$ cat src/rtl/u8u2_pkg.sv
package u8u2_pkg;

  localparam int BYTE_W = 8;
  localparam int UNIT_W = 16;
  localparam int PEND_W = 3;

  localparam logic [UNIT_W-1:0] UNIT_LIMIT_RESET = 16'hFFFF;

  localparam logic [BYTE_W-1:0] ASCII_MASK  = 8'h80;
  localparam logic [BYTE_W-1:0] LEAD2_MASK  = 8'hE0;
  localparam logic [BYTE_W-1:0] LEAD2_CODE  = 8'hC0;
  localparam logic [BYTE_W-1:0] LEAD3_MASK  = 8'hF0;
  localparam logic [BYTE_W-1:0] LEAD3_CODE  = 8'hE0;
  localparam logic [BYTE_W-1:0] LEAD4_MASK  = 8'hF8;
  localparam logic [BYTE_W-1:0] LEAD4_CODE  = 8'hF0;
  localparam logic [BYTE_W-1:0] LEAD5_MASK  = 8'hFC;
  localparam logic [BYTE_W-1:0] LEAD5_CODE  = 8'hF8;
  localparam logic [BYTE_W-1:0] LEAD6_MASK  = 8'hFE;
  localparam logic [BYTE_W-1:0] LEAD6_CODE  = 8'hFC;
  localparam logic [BYTE_W-1:0] CONT_MASK   = 8'h3F;
  localparam logic [BYTE_W-1:0] LEAD2_DATA  = 8'h1F;
  localparam logic [BYTE_W-1:0] LEAD3_DATA  = 8'h0F;

  localparam logic [PEND_W-1:0] PEND_NONE = 3'd0;
  localparam logic [PEND_W-1:0] PEND_ONE  = 3'd1;
  localparam logic [PEND_W-1:0] PEND_TWO  = 3'd2;
  localparam logic [PEND_W-1:0] PEND_3    = 3'd3;
  localparam logic [PEND_W-1:0] PEND_4    = 3'd4;
  localparam logic [PEND_W-1:0] PEND_5    = 3'd5;

endpackage

$ cat src/rtl/utf8_to_ucs2_decoder_top.sv
// UTF-8 to UCS-2 decoder.
// Input channel: in_valid/in_ready carry one string byte (data_byte) and a
// flag marking the final byte of the string (last_byte).
// Output channel: out_valid/out_ready carry one result: code_unit with
// unit_valid when a one-, two- or three-byte sequence completes, and on the
// final byte end_of_string with the truncated and limit_hit flags.
// Bytes that complete no unit and are not final produce no transaction.
// cfg_wr_en/cfg_wr_data write unit_limit, the largest number of units sent
// per string; write it only while the block is idle.
// A byte passes through the input register, then the result register.
// Throughput: one byte per cycle while no result-bearing byte waits on a
// stalled output; the state update lies between the two registers.
// Reset clears both valid bits and the sequence state and sets unit_limit to
// 65535. When the receiver stalls, the held result stays on the output and
// one more byte is taken into the input register; bytes that produce no
// result keep flowing past the stalled result.
module utf8_to_ucs2_decoder_top (
  input  logic                        clk,
  input  logic                        rst,
  input  logic                        in_valid,
  output logic                        in_ready,
  input  logic [u8u2_pkg::BYTE_W-1:0] data_byte,
  input  logic                        last_byte,
  output logic                        out_valid,
  input  logic                        out_ready,
  output logic [u8u2_pkg::UNIT_W-1:0] code_unit,
  output logic                        unit_valid,
  output logic                        end_of_string,
  output logic                        truncated,
  output logic                        limit_hit,
  input  logic                        cfg_wr_en,
  input  logic [u8u2_pkg::UNIT_W-1:0] cfg_wr_data
);
  import u8u2_pkg::*;

  logic [UNIT_W-1:0] unit_limit;

  logic              s1_valid;
  logic [BYTE_W-1:0] s1_byte;
  logic              s1_last;
  logic              s1_go;

  logic [PEND_W-1:0] bytes_pending, bytes_pending_next;
  logic              skipping, skipping_next;
  logic [UNIT_W-1:0] partial_value, partial_value_next;
  logic [UNIT_W-1:0] units_emitted, units_emitted_next;
  logic              limit_seen, limit_seen_next;

  logic              done;
  logic              emit;
  logic [UNIT_W-1:0] unit;
  logic [UNIT_W-1:0] shifted;
  logic              has_result;

  assign shifted    = {partial_value[UNIT_W-7:0], s1_byte[5:0]};
  assign has_result = emit || s1_last;
  assign s1_go      = s1_valid && (!has_result || !out_valid || out_ready);
  assign in_ready   = !s1_valid || s1_go;

  always_comb begin
    bytes_pending_next = bytes_pending;
    skipping_next      = skipping;
    partial_value_next = partial_value;
    units_emitted_next = units_emitted;
    limit_seen_next    = limit_seen;
    done               = 1'b0;
    emit               = 1'b0;
    unit               = '0;
    if (bytes_pending != PEND_NONE) begin
      if (!skipping) begin
        partial_value_next = shifted;
      end
      bytes_pending_next = bytes_pending - PEND_ONE;
      if (bytes_pending_next == PEND_NONE) begin
        if (!skipping) begin
          done = 1'b1;
          unit = shifted;
        end
        skipping_next      = 1'b0;
        partial_value_next = '0;
      end
    end else if ((s1_byte & ASCII_MASK) == '0) begin
      done = 1'b1;
      unit = {{(UNIT_W-BYTE_W){1'b0}}, s1_byte};
    end else if ((s1_byte & LEAD2_MASK) == LEAD2_CODE) begin
      partial_value_next = {{(UNIT_W-BYTE_W){1'b0}}, s1_byte & LEAD2_DATA};
      bytes_pending_next = PEND_ONE;
    end else if ((s1_byte & LEAD3_MASK) == LEAD3_CODE) begin
      partial_value_next = {{(UNIT_W-BYTE_W){1'b0}}, s1_byte & LEAD3_DATA};
      bytes_pending_next = PEND_TWO;
    end else if ((s1_byte & LEAD4_MASK) == LEAD4_CODE) begin
      skipping_next      = 1'b1;
      bytes_pending_next = PEND_3;
    end else if ((s1_byte & LEAD5_MASK) == LEAD5_CODE) begin
      skipping_next      = 1'b1;
      bytes_pending_next = PEND_4;
    end else if ((s1_byte & LEAD6_MASK) == LEAD6_CODE) begin
      skipping_next      = 1'b1;
      bytes_pending_next = PEND_5;
    end
    if (done) begin
      if (units_emitted < unit_limit) begin
        emit               = 1'b1;
        units_emitted_next = units_emitted + UNIT_W'(1);
      end else begin
        limit_seen_next = 1'b1;
      end
    end
  end

  always_ff @(posedge clk) begin
    if (rst) begin
      unit_limit <= UNIT_LIMIT_RESET;
    end else if (cfg_wr_en) begin
      unit_limit <= cfg_wr_data;
    end
  end

  always_ff @(posedge clk) begin
    if (rst) begin
      s1_valid <= 1'b0;
    end else if (in_ready) begin
      s1_valid <= in_valid;
    end
  end

  always_ff @(posedge clk) begin
    if (in_ready && in_valid) begin
      s1_byte <= data_byte;
      s1_last <= last_byte;
    end
  end

  always_ff @(posedge clk) begin
    if (rst) begin
      bytes_pending <= PEND_NONE;
      skipping      <= 1'b0;
      partial_value <= '0;
      units_emitted <= '0;
      limit_seen    <= 1'b0;
    end else if (s1_go) begin
      if (s1_last) begin
        bytes_pending <= PEND_NONE;
        skipping      <= 1'b0;
        partial_value <= '0;
        units_emitted <= '0;
        limit_seen    <= 1'b0;
      end else begin
        bytes_pending <= bytes_pending_next;
        skipping      <= skipping_next;
        partial_value <= partial_value_next;
        units_emitted <= units_emitted_next;
        limit_seen    <= limit_seen_next;
      end
    end
  end

  always_ff @(posedge clk) begin
    if (rst) begin
      out_valid <= 1'b0;
    end else if (s1_go && has_result) begin
      out_valid <= 1'b1;
    end else if (out_ready) begin
      out_valid <= 1'b0;
    end
  end

  always_ff @(posedge clk) begin
    if (s1_go && has_result) begin
      code_unit     <= emit ? unit : '0;
      unit_valid    <= emit;
      end_of_string <= s1_last;
      truncated     <= s1_last && (bytes_pending_next != PEND_NONE);
      limit_hit     <= s1_last && limit_seen_next;
    end
  end

endmodule

$ cat config.mk
export PLATFORM = sky130hd
export DESIGN_NAME = utf8_to_ucs2_decoder_top
export DESIGN_NICKNAME = d
export VERILOG_FILES = /design/src/rtl/u8u2_pkg.sv /design/src/rtl/utf8_to_ucs2_decoder_top.sv
export SDC_FILE = /design/constraint.sdc
export NUM_CORES = 1
export LEC_CHECK = 0
export ABC_AREA = 1
export BUFFER_PORTS_ARGS = -buffer_cell sky130_fd_sc_hd__clkbuf_2
export CAP_MARGIN = 5
export CORE_MARGIN = 3
export CORE_UTILIZATION = 40
export DETAILED_ROUTE_END_ITERATION = 12
export GPL_ROUTABILITY_DRIVEN = 1
export HOLD_SLACK_MARGIN = 0.08
export PLACE_DENSITY_LB_ADDON = 0.12
export SLEW_MARGIN = 40
export SYNTH_ARGS = -nofsm -noshare
export SYNTH_HDL_FRONTEND = slang
export SYNTH_SLANG_ARGS = --single-unit
$ cat constraint.sdc
create_clock -name clk -period 6.2 [get_ports clk]
set_clock_uncertainty 0.1 [all_clocks]
set_input_delay 1.24 -clock clk [delete_from_list [all_inputs] [get_ports clk]]
set_output_delay 1.24 -clock clk [all_outputs]
set_load 0.05 [all_outputs]
* After elaboration in Yosys (flattened, before gate mapping)
Index checks and enable logic that the tools add are counted.
Operators by class: equality and inequality tests 10, add/subtract/negate cells 2, reduce and logical (&&, ||, !) cells 24, mux-type cells 42, magnitude comparators 1
Operators with widths (number):
- $mux W16 | 6
- $mux W10 | 7
- $mux W3 | 8
- $mux W1 | 20
- $add A16 B1 Y16 const B | 1
- $lt A16 B16 Y1 | 1
- $ne A3 B3 Y1 const B | 3
- $logic_not A8 Y1 | 1
- $mux W8 | 1
- $eq A7 B7 Y1 const B | 1
- $eq A6 B6 Y1 const B | 1
- $reduce_and A6 Y1 | 1
- $reduce_bool A2 Y1 | 3
- $reduce_bool A3 Y1 | 2
- $eq A5 B5 Y1 const B | 1
- $logic_and A1 B1 Y1 | 5
- $reduce_bool A5 Y1 | 1
- $eq A4 B4 Y1 const B | 1
- $logic_or A1 B1 Y1 | 4
- $ne A4 B3 Y1 const B | 1
- $reduce_and A4 Y1 | 1
- $reduce_bool A4 Y1 | 1
- $eq A3 B3 Y1 const B | 1
- $logic_not A1 Y1 | 3
- 4 further kinds | 4
Word-level totals: bits of input ports 30, bits in registers 78, word-level logic and storage cells 94

* Longest topological paths before layout
Gate-level depths: netlist of run 1.
word-level depth 12, gate-level depth with buffers 17, mapped depth without buffers 16

* Least setup slack after synthesis of run 1
Ideal clock, no wire load.
path type input -> output, start in out_ready, end out in_ready, stages 4, slack 2943 ps, arrival 1917 ps, required time 4860 ps, cell sequence inv_1 -> nand2_1 -> inv_1 -> nand3_1
Between the ends: word-level cells in the longest chain between the ends 3
Ends and longest elaborated chain:
- start, declared | line utf8_to_ucs2_decoder_top.sv:25 | input logic out_ready,
- $logic_or A1 B1 Y1 | line utf8_to_ucs2_decoder_top.sv:57 | assign s1_go = s1_valid && (!has_result || !out_valid || out_ready);
- $logic_and A1 B1 Y1 | line utf8_to_ucs2_decoder_top.sv:57
- $logic_or A1 B1 Y1 | line utf8_to_ucs2_decoder_top.sv:58 | assign in_ready = !s1_valid || s1_go;
- end, declared | line utf8_to_ucs2_decoder_top.sv:21 | output logic in_ready,
Every way passes these cells.

* Final worst setup path of run 1
start reg units_emitted[11], end out in_ready
Between the ends: word-level cells in the longest chain between the ends 9
Ends and longest elaborated chain:
- start, declared | line utf8_to_ucs2_decoder_top.sv:46 | logic [UNIT_W-1:0] units_emitted, units_emitted_next;
- start signal, assigned | line utf8_to_ucs2_decoder_top.sv:152 | units_emitted <= units_emitted_next;
- $lt A16 B16 Y1 | line utf8_to_ucs2_decoder_top.sv:102 | if (units_emitted < unit_limit) begin
- $mux W1 | line utf8_to_ucs2_decoder_top.sv:102
- $mux W1 | line utf8_to_ucs2_decoder_top.sv:101 | if (done) begin
- $logic_or A1 B1 Y1 | line utf8_to_ucs2_decoder_top.sv:56 | assign has_result = emit || s1_last;
- $logic_not A1 Y1 | line utf8_to_ucs2_decoder_top.sv:57
- $logic_or A1 B1 Y1 (2 in series) | line utf8_to_ucs2_decoder_top.sv:57
- $logic_and A1 B1 Y1 | line utf8_to_ucs2_decoder_top.sv:57
- $logic_or A1 B1 Y1 | line utf8_to_ucs2_decoder_top.sv:58
Every way passes these cells.

==> results by group, run 1 <==
Outcome
  • Run status: complete, no violations

Clock tree
  • CTS Hold Bufs: 0
  • H-tree depth: 3
  • Post-CTS Setup Repair Bufs: 0
  • CTS tree: yes
  • Worst skew pair latency: 0.35 ns
  • Num CTS Buffers: 9
  • Clock transition at path regs: about 0.08 ns
  • Clock Sinks: 78
  • Root Driver: clkbuf_8
  • Clk buf depth: 2
  • Post_cts resized: 0

Synthesis
  • Async SR Flop Fraction: 0%
  • Post-synth top flop: dfxtp_1
  • Top post-synthesis cells by area: dfxtp_1 (26%), edfxtp_1 (23%), nand2_1 (7.8%), inv_1 (7.1%), nor2_1 (7.0%)
  • Syn Area/Cell: 7.995 µm²
  • Flip-flop and latch count after synthesis: 78
  • Netlist cell types: 30
  • Post-synth net total: 526
  • EDFF count, synth: 29
  • Cells after synthesis: 477
  • Area leader, netlist: dfxtp_1
  • Synth warn: 0
  • Top-area cell type share of the netlist area: 25.72%
  • Seq/Total Area, Yosys: 48.56%
  • Post-synthesis cell area: 0.003814 mm²

Global routing
  • Largest net degree at the start of global routing: 40
  • Total grt overflow: 0
  • GRT Util Overall: 15.14%
  • First-pass GRT wire length: 13,460 µm
  • Initial antenna violation count: 0
  • Vias in the first global route: 2,956

Timing
  • Worst slew margin: 53.73%
  • Max Slew Vio Count: 0
  • Fin. Hold Viols: 0
  • Fin crit share: 59.40%
  • Fmax: 0.2716 GHz
  • Post-route setup TNS: 0 ns
  • Tmin final: 3.683 ns
  • Final setup viols: 0
  • Worst Tran Pin Value: 0.6930 ns
  • RSZ-0062 raised after global routing: no

Worst setup path
  • Buffers and inverters on the worst path: 1
  • R2R Setup Slk: 3.21 ns
  • Setup crit start kind: flip-flop
  • Slowest cell on crit path: dfxtp_1
  • WP data arrival: between 2 and 2.5 ns
  • CP Data Required Time: 4.86 ns
  • Crit-path max cell delay: 0.44 ns
  • CP top delay family: simple AND/OR/NAND/NOR gates
  • Setup Crit Path Kind: flip-flop to primary output
  • CP endpoint kind: primary output
  • Worst-path cell chain: ha_1 -> nand2_1 -> o21bai_1 -> a21oi_1 -> nor2_1 -> nand3_4 -> nand2_4 -> nand3_1 -> clkbuf_2
  • Crit-path max FO: 9

Die
  • Core Area: 0.009240 mm²
  • I/O pins: 52
  • Chip Height: 103.6 µm
  • Rows: 35
  • Die ar.: 0.01074 mm²
  • Initial cell density of the core: about two fifths
  • Horiz. Die Dim: 103.6 µm

Final layout
  • Footprint of the multi-input gates: 0.001604 mm²
  • Layout area overhead: 14.57%
  • Register Area: ~0.0019 mm²
  • # nets final: 575
  • Fillcell total: 939
  • Post-route cell area: 0.004369 mm²
  • Share of post-route cells with drive strength above 1: 15.07%
  • Antenna cell count: 0

Worst hold path
  • Min-delay worst type: flip-flop to flip-flop

Placement
  • Post-DP Area: 0.004154 mm²
  • PortBufs: 51
  • HPWL Detailed: 5473 µm
  • Gpl congestion: between 0.9 and 1

Power
  • Leakage: ~2.0 nW
  • Ratio of total power to cell area: roughly 260 mW/mm²
  • PnR Total Power: 1.124 mW
  • Peak supply drop: 0.1030 mV

Drt
  • Routed wire length per instance: 11.71 µm
  • DRT Pass-1 Iters: 4
  • Initial DRC count: 145
  • Vias per inst: about 4.7
  • DR vias: 3,114
  • Remaining antenna violation count: 0
  • # DRC: 0
  • Total Routed Length: 7728 µm

Run
  • Max-cap viol count: 0
## cells by family (layout without fill, tap and decap cells)
| group | count (synthesis) | in the layout | synth area share [%] |
|---|---|---|---|
| fa+ha+maj | 19 | 19 | 6.234 |
| xor+xnor | 1 | 1 | 0.2297 |
| simple gates | 190 | 190 | 21.52 |
| flops | 78 | 78 | 48.56 |
| compound gates | 100 | 100 | 14.07 |
| buf+inv | 89 | 143 | 9.383 |
## per-layer routing
layer | up-vias | part of all wire (%) | track usage (%)
li1 | 1654 | - | -
met1 | 1399 | 50 | 20.56
met2 | 54 | 45 | 23.88
met3 | 7 | 4.3 | 2.679
met4 | 0 | 1.3 | 6.363
met5 | - | 0 | 0
## worst min-delay path: cells and delay by family, from the launching register on
kind	cells	cell delay, ns
AO/OA/AOI/OAI	1	0.06
buffers and inverters	1	0.04
flip-flops	1	0.31
## Yosys cell counts (all sizes together) (3+ instances only)
| cell | count |
|---|---|
| nand4 | 7 |
| buf | 5 |
| nor4 | 3 |
| inv | 75 |
| dfxtp | 49 |
| nor3 | 6 |
| clkbuf | 9 |
| nand2 | 82 |
| nor2 | 72 |
| a21oi | 42 |
| o21ai | 43 |
| nand3 | 16 |
| o21bai | 9 |
| edfxtp | 29 |
| ha | 19 |
## placed cells by master, fill, tap and decap left out
cell | synthesis | final
clkinv_4 | 0 | 1
a31oi_1 | 2 | 2
inv_6 | 0 | 1
nand2_4 | 1 | 1
a21oi_1 | 42 | 42
dfxtp_1 | 49 | 49
ha_1 | 19 | 19
or2_2 | 2 | 2
xnor2_1 | 1 | 1
nor2_1 | 71 | 71
bufinv_16 | 0 | 1
clkbuf_8 | 0 | 10
inv_2 | 3 | 3
a21o_1 | 1 | 1
o22ai_1 | 2 | 2
inv_1 | 72 | 72
nor3_1 | 6 | 6
edfxtp_1 | 29 | 29
a21boi_1 | 1 | 1
nand2_1 | 79 | 79
nand3_1 | 14 | 14
and3_1 | 2 | 2
o21ai_0 | 42 | 42
o21ai_2 | 1 | 1
nand2_2 | 2 | 2
nor2_4 | 1 | 1
clkinvlp_4 | 0 | 3
clkbuf_2 | 0 | 51
nand3_4 | 2 | 2
nand4_1 | 7 | 7
nor4_1 | 3 | 3
buf_4 | 2 | 1
o21bai_1 | 9 | 9
## power by group
part	switching (mW)	internal [mW]	total, mW
combinational	0.105	0.0475	0.152
sequential	0.0141	0.561	0.575
clock	0.198	0.199	0.397
total	0.317	0.807	1.12
## cell type report
cell class / count / share of cell area, %
flip-flops and latches: 78 / 42.38
multi-input cells: 310 / 36.71
inverters: 75 / 6.443
repair buffers: 52 / 6.014
well taps: 129 / 3.694
clock buffers: 10 / 3.150
clock inverters: 6 / 1.604
## path summary, 6_finish.rpt
path / from / endpoint / cells past startpoint
setup / recovery: units_emitted[11] / in_ready / 9
hold / removal: unit_limit[0] / unit_limit[0] / 2
setup reg to reg: units_emitted[11] / units_emitted[9] / 11
hold reg to reg: unit_limit[0] / unit_limit[0] / 2
## state kept, by name, indices dropped and copies added, names as in the netlist
| signal | count |
|---|---|
| code_unit | 16 |
| unit_limit | 16 |
| units_emitted | 16 |
| partial_value | 10 |
| s1_byte | 8 |
| bytes_pending | 3 |
| end_of_string | 1 |
| limit_hit | 1 |
| limit_seen | 1 |
| out_valid | 1 |
| s1_last | 1 |
| s1_valid | 1 |
| skipping | 1 |
| truncated | 1 |
| unit_valid | 1 |
## through the flow
step                      hold slack [ns]  util, %  worst slack, ns  cells
after detailed placement           0.3557    44.96            2.858    643
after floorplan                    0.3302        -            2.943    477
final                              0.3636    47.29            2.517    660
after global placement             0.3492    44.96            2.905    643
after CTS                          0.3693    47.20            2.457    659
after global routing               0.3893    47.29            2.310    660
Power figures use the tool's default switching activity.
==> inputs of run 2 (changes only) <==
- clock period: 6.2 -> 3.6 ns (I/O delays scaled with it)
==> results by group, run 2 (synthesis gave the netlist of run 1 again) <==
Outcome
  • Run status: complete, no violations

Power
  • Ratio of total power to cell area: 450.1 mW/mm² (+75%)
  • Power Internal: 1.445 mW (+79%)
  • Peak supply drop: 0.2055 mV (+99%)
  • Flop pwr share: 49.8% (-1.3 points)
  • PnR Total Power: 1.983 mW (+76%)
  • Leakage: 2.071 nW (+1.6%)
  • Switching power total: 0.5384 mW (+70%)
  • Net Sw Frac: 27.15% (-1.1 points)
  • Clock Power Share: 36.6% (+1.3 points)
  • Combinational share of power: 13.6% (about the same)

Final layout
  • Antenna cell count: 0 (unchanged)
  • Post-route cell area: 0.004405 mm² (+0.83%)
  • # nets final: 579 (+0.70%)
  • Commonest non-fill, non-tap cell in the layout: nand2_1
  • Most frequent cells in the layout: nand2_1 (79), inv_1 (72), nor2_1 (71)
  • Top Registers: code_unit: 16 flops, unit_limit: 16 flops, units_emitted: 16 flops
  • Layout area overhead: 15.52%
  • Share of post-route cells with drive strength above 1: 15.33% (+0.26 points)
  • Fillcell total: 923 (-1.7%)
  • Final core occ: 47.68% (+0.39 points)

Timing
  • Post-route setup TNS: 0 ns (unchanged)
  • Fmax: 0.3146 GHz
  • Max Slew Vio Count: 0 (unchanged)
  • Worst slew margin: 55.80% (+2.1 points)
  • Fin. Hold Viols: 0 (unchanged)
  • Fin crit share: about 90%
  • Tmin final: 3.179 ns
  • Final setup viols: 0 (unchanged)
  • RSZ-0062 raised after global routing: no
  • Worst Tran Pin Value: 0.6630 ns (-0.03002 ns)

Clock tree
  • Post_cts resized: 0 (unchanged)
  • Clk buf depth: 2 (unchanged)
  • Worst skew pair latency: 0.35 ns (about the same)
  • CTS tree: yes
  • Clock Sinks: 78 (unchanged)
  • Post-CTS Setup Repair Bufs: 0 (unchanged)
  • CTS Hold Bufs: 0 (unchanged)
  • H-tree depth: 3 (unchanged)
  • Num CTS Buffers: 9 (unchanged)
  • Root Driver: clkbuf_8
  • Clock transition at path regs: 0.08 ns (about the same)

Die
  • Horiz. Die Dim: 103.6 µm (unchanged)
  • Chip Height: 103.6 µm (unchanged)
  • Die ar.: 0.01074 mm² (unchanged)
  • Core Area: 0.009240 mm² (unchanged)
  • I/O pins: 52 (unchanged)
  • Rows: 35 (unchanged)
  • Initial cell density of the core: 41.27% (unchanged)

Worst hold path
  • Hold wc startpoint: unit_limit[15]
  • Min-delay worst type: flip-flop to flip-flop
  • Hold Crit Endpoint: unit_limit[15]
  • Hold Crit Depth: 2 (unchanged)

Drt
  • Remaining antenna violation count: 0 (unchanged)
  • Total Routed Length: 8080 µm (+4.6%)
  • Initial DRC count: 118 (-19%)
  • Routed wire length per instance: 12.17 µm (+3.9%)
  • Wl on met1: 4087 µm (+6.5%)
  • Top layer in use: met4
  • # DRC: 0 (unchanged)
  • DRT Pass-1 Iters: 4 (unchanged)
  • DR vias: 3,143 (+0.93%)
  • Vias per inst: 4.733 (+0.32%)
  • Met2 wire length: 3607 µm (+4.1%)
  • Routed wl met3: 222 µm (-33%)

Placement
  • Post-DP Area: 0.004192 mm² (+0.90%)
  • PortBufs: 51 (unchanged)
  • HPWL Detailed: 5789 µm (+5.8%)
  • Gpl congestion: 0.8857 (-2.3%)

Worst setup path
  • R2R Setup Slk: 0.75 ns (-2.46 ns)
  • WP data arrival: 2.36 ns (+0.02 ns)
  • Crit-path max FO: 9 (unchanged)
  • CP Data Required Time: 2.78 ns (-2.08 ns)
  • CP endpoint kind: primary output
  • Reg-to-Reg End: units_emitted[14]
  • R2R Path Start: units_emitted[13]
  • Setup crit start kind: flip-flop
  • Worst R2R Path Depth: 11 (unchanged)
  • Setup Crit Path Kind: flip-flop to primary output

Global routing
  • First-pass GRT wire length: 13,960 µm (+3.7%)
  • GRT Util Overall: 15.61% (+0.46 points)
  • Largest net degree at the start of global routing: 33 (-18%)
  • Initial antenna violation count: 0 (unchanged)
  • Vias in the first global route: 2,989 (+1.1%)
  • Total grt overflow: 0 (unchanged)

Run
  • Max-cap viol count: 0 (unchanged)
==> run 2: through the flow <==
stage          std cells  hold WS, ns  worst slack (ns)
2_1_floorplan        477       0.3302            0.9779
3_3_place_gp         648       0.3481            0.8399
3_5_place_dp         648       0.3633            0.7524
4_1_cts              664       0.3760            0.4000
5_1_grt              664       0.3986            0.2088
6_report             664       0.3740            0.4212
==> run 2: layout make-up <==
type,count,area [µm²],share of cell area (%)
clock inverter,5,82.58,1.874
tap,129,161.4,3.664
inverter,75,281.5,6.390
sequential,78,1852,42.03
clock buffer,11,131.4,2.982
timing repair buffer,56,292.8,6.646
multi-input combinational,310,1604,36.41
==> run 2: worst max-delay path, cell delays in order (launching register included) <==
cell      delay [ns]
dfxtp_1         0.42
ha_1            0.28
a21oi_1         0.16
o21ai_0         0.11
nor2_1          0.33
nand3_4         0.20
nand2_4         0.13
nand3_1         0.11
clkbuf_2        0.26
==> run 2: power groups by stage <==
stage	clock (mW)	combinational [mW]	sequential, mW
2_1_floorplan	0	0.167	1.04
3_3_place_gp	0	0.266	1.01
3_5_place_dp	0	0.272	1.01
4_1_cts	0.748	0.273	0.988
5_1_grt	0.776	0.309	0.994
6_report	0.725	0.270	0.988
==> run 2: per-layer routing <==
metal,vias to the layer above,GRT usage [%]
met3,12,2.741
met4,0,6.553
met5,-,0
met2,43,25.19
li1,1665,-
met1,1423,20.71
==> run 2: how the worst max path moves through the flow <==
stage / startpoint / endpoint / slack (ns) / depth (start not counted)
final: units_emitted[13] / in_ready / 0.42 / 8
after global placement: units_emitted[11] / units_emitted[14] / 0.84 / 12
after floorplan: bytes_pending[0] / in_ready / 0.98 / 10
after global routing: units_emitted[13] / in_ready / 0.21 / 8
after detailed placement: units_emitted[13] / units_emitted[14] / 0.75 / 11
after CTS: units_emitted[13] / in_ready / 0.40 / 8
==> inputs of run 3 (changes only) <==
- CORE_MARGIN: 3 -> default
- GPL_TIMING_DRIVEN: default -> 0
- PLACE_DENSITY: default -> 0.61
- PLACE_DENSITY_LB_ADDON: 0.12 -> default
==> results by group, run 3 (synthesis gave the netlist of run 1 again) <==
Drt
  • DRT Pass-1 Iters: 4 (unchanged)
  • Total Routed Length: 8184 µm (+1.3%)
  • Vias per inst: 4.758 (+0.51%)
  • DR vias: 3,202 (+1.9%)
  • # DRC: 0 (unchanged)
  • Remaining antenna violation count: 0 (unchanged)
  • Routed wire length per instance: 12.16 µm (about the same)
  • Initial DRC count: 158 (+34%)

Final layout
  • Commonest non-fill, non-tap cell in the layout: nand2_1
  • Fillcell total: 953 (+3.3%)
  • Share of post-route cells with drive strength above 1: 15.26% (-0.070 points)
  • Most frequent cells in the layout: nand2_1 (79), inv_1 (72), nor2_1 (71)
  • Top Registers: code_unit: 16 flops, unit_limit: 16 flops, units_emitted: 16 flops
  • Antenna cell count: 0 (unchanged)
  • Layout area overhead: 15.72%
  • # nets final: 588 (+1.6%)
  • Post-route cell area: 0.004413 mm² (+0.17%)

Worst setup path
  • CP endpoint kind: primary output
  • Setup crit start kind: flip-flop
  • CP Data Required Time: 2.78 ns (about the same)
  • R2R Setup Slk: 1.00 ns (+0.25 ns)
  • Setup Crit Path Kind: flip-flop to primary output
  • Crit-path max cell delay: 0.47 ns (+0.05 ns)
  • R2R Path Start: units_emitted[11]
  • CP Launch Point: units_emitted[11]
  • Reg-to-Reg End: code_unit[7]
  • Slowest cell on crit path: dfxtp_1
  • WP data arrival: 2.48 ns (+0.12 ns)
  • Worst-path cell chain: ha_1 -> nand2_1 -> o21bai_1 -> a21oi_1 -> nor2_1 -> nand3_4 -> nand2_4 -> nand3_1 -> clkbuf_2
  • CP endpoint: in_ready
  • Worst R2R Path Depth: 10 (-1)
  • Crit-path max FO: 9 (unchanged)

Die
  • Horiz. Die Dim: 99.64 µm (-3.9%)
  • Rows: 35 (unchanged)
  • Initial cell density of the core: 41.27% (unchanged)
  • Core Area: 0.009240 mm² (unchanged)
  • I/O pins: 52 (unchanged)
  • Chip Height: 99.64 µm (-3.9%)
  • Die ar.: 0.009928 mm² (-7.6%)

Worst hold path
  • Min-delay worst type: flip-flop to flip-flop

Clock tree
  • Worst skew pair latency: 0.36 ns (about the same)
  • Num CTS Buffers: 9 (unchanged)
  • Clock Sinks: 78 (unchanged)
  • Clock transition at path regs: 0.08 ns (about the same)
  • CTS tree: yes
  • H-tree depth: 3 (unchanged)
  • Post-CTS Setup Repair Bufs: 0 (unchanged)
  • Clk buf depth: 2 (unchanged)
  • Root Driver: clkbuf_8
  • Post_cts resized: 0 (unchanged)
  • CTS Hold Bufs: 0 (unchanged)

Placement
  • PortBufs: 51 (unchanged)
  • Gpl congestion: 0.8619 (-2.7%)
  • Post-DP Area: 0.004230 mm² (+0.93%)
  • HPWL Detailed: 6005 µm (+3.7%)

Global routing
  • Total grt overflow: 0 (unchanged)
  • Initial antenna violation count: 0 (unchanged)
  • GRT Util Overall: 17.88% (+2.3 points)
  • First-pass GRT wire length: 13,870 µm (-0.64%)
  • Largest net degree at the start of global routing: 30 (-9.1%)
  • Vias in the first global route: 3,048 (+2.0%)

Timing
  • Fin. Hold Viols: 0 (unchanged)
  • Final setup viols: 0 (unchanged)
  • Worst Tran Pin Value: 0.5292 ns (-0.1338 ns)
  • Max Slew Vio Count: 0 (unchanged)
  • RSZ-0062 raised after global routing: no
  • Hold Slack: 0.3639 ns (-0.01015 ns)
  • Fin crit share: 91.56% (+3.3 points)
  • Tmin final: 3.296 ns (+0.1174 ns)
  • Fmax: 0.3034 GHz (-3.6%)
  • Post-route setup TNS: 0 ns (unchanged)
  • Worst slew margin: 64.72% (+8.9 points)

Power
  • Peak supply drop: 0.2051 mV (-0.22%)
  • Leakage: 2.060 nW (-0.53%)
  • Ratio of total power to cell area: 428.1 mW/mm² (-4.9%)
  • PnR Total Power: 1.889 mW (-4.7%)

Outcome
  • Run status: complete, no violations

Run
  • Max-cap viol count: 0 (unchanged)
-- run 3: changes by cell type in the layout (fill, tap and decap cells not counted), moves of 2 or more --
cell        previous run  this run
clkinvlp_4             0         2
bufinv_16              2         0
clkbuf_1               2         9
buf_6                  0         2
buf_4                  5         2
-- run 3: layout make-up --
| class | instances | area (µm²) | area share (%) |
|---|---|---|---|
| timing repair buffer | 51 | 255.2 | 5.784 |
| sequential | 78 | 1852 | 41.96 |
| clock buffer | 10 | 137.6 | 3.119 |
| inverter | 75 | 281.5 | 6.379 |
| clock inverter | 6 | 45.04 | 1.021 |
| tap | 129 | 161.4 | 3.658 |
| multi-input combinational | 310 | 1604 | 36.35 |
| buffer | 14 | 76.32 | 1.730 |
-- run 3: critical path, delay by kind of cell, from the launching register on --
family          cells  cell delay [ns]
flops               1             0.47
buf+inv             1             0.28
simple gates        5             0.91
compound gates      2             0.19
fa+ha+maj           1             0.29
-- run 3: routing by layer --
layer | up-vias | routed length [µm] | track usage [%]
li1 | 1682 | - | -
met1 | 1449 | 4005 | 23.55
met2 | 64 | 3742 | 29.11
met3 | 7 | 354 | 3.303
met4 | 0 | 80 | 7.014
met5 | - | 0 | 0
-- run 3: stage by stage --
| step | cells | setup WS [ns] | util [%] |
|---|---|---|---|
| CTS | 673 | 0.2810 | 47.76 |
| floorplan | 477 | 0.9779 | - |
| global placement | 657 | 0.7078 | 45.78 |
| global route | 673 | 0.1174 | 47.76 |
| detailed placement | 657 | 0.6761 | 45.78 |
| finish | 673 | 0.3037 | 47.76 |
-- run 3: worst min-delay path by stage --
stage | start | to | slack [ns] | cells after the start
CTS | unit_limit[0] | unit_limit[0] | 0.37 | 2
global route | unit_limit[7] | unit_limit[7] | 0.41 | 2
detailed placement | unit_limit[0] | unit_limit[0] | 0.36 | 2
floorplan | unit_limit[0] | unit_limit[0] | 0.33 | 2
global placement | unit_limit[0] | unit_limit[0] | 0.36 | 2
finish | unit_limit[0] | unit_limit[0] | 0.36 | 2
-- run 3: power by group --
part           internal (mW)  leakage (nW)  switching (mW)
combinational         0.0880          1.30           0.190
clock                  0.273        0.0869           0.349
sequential             0.966         0.674          0.0230
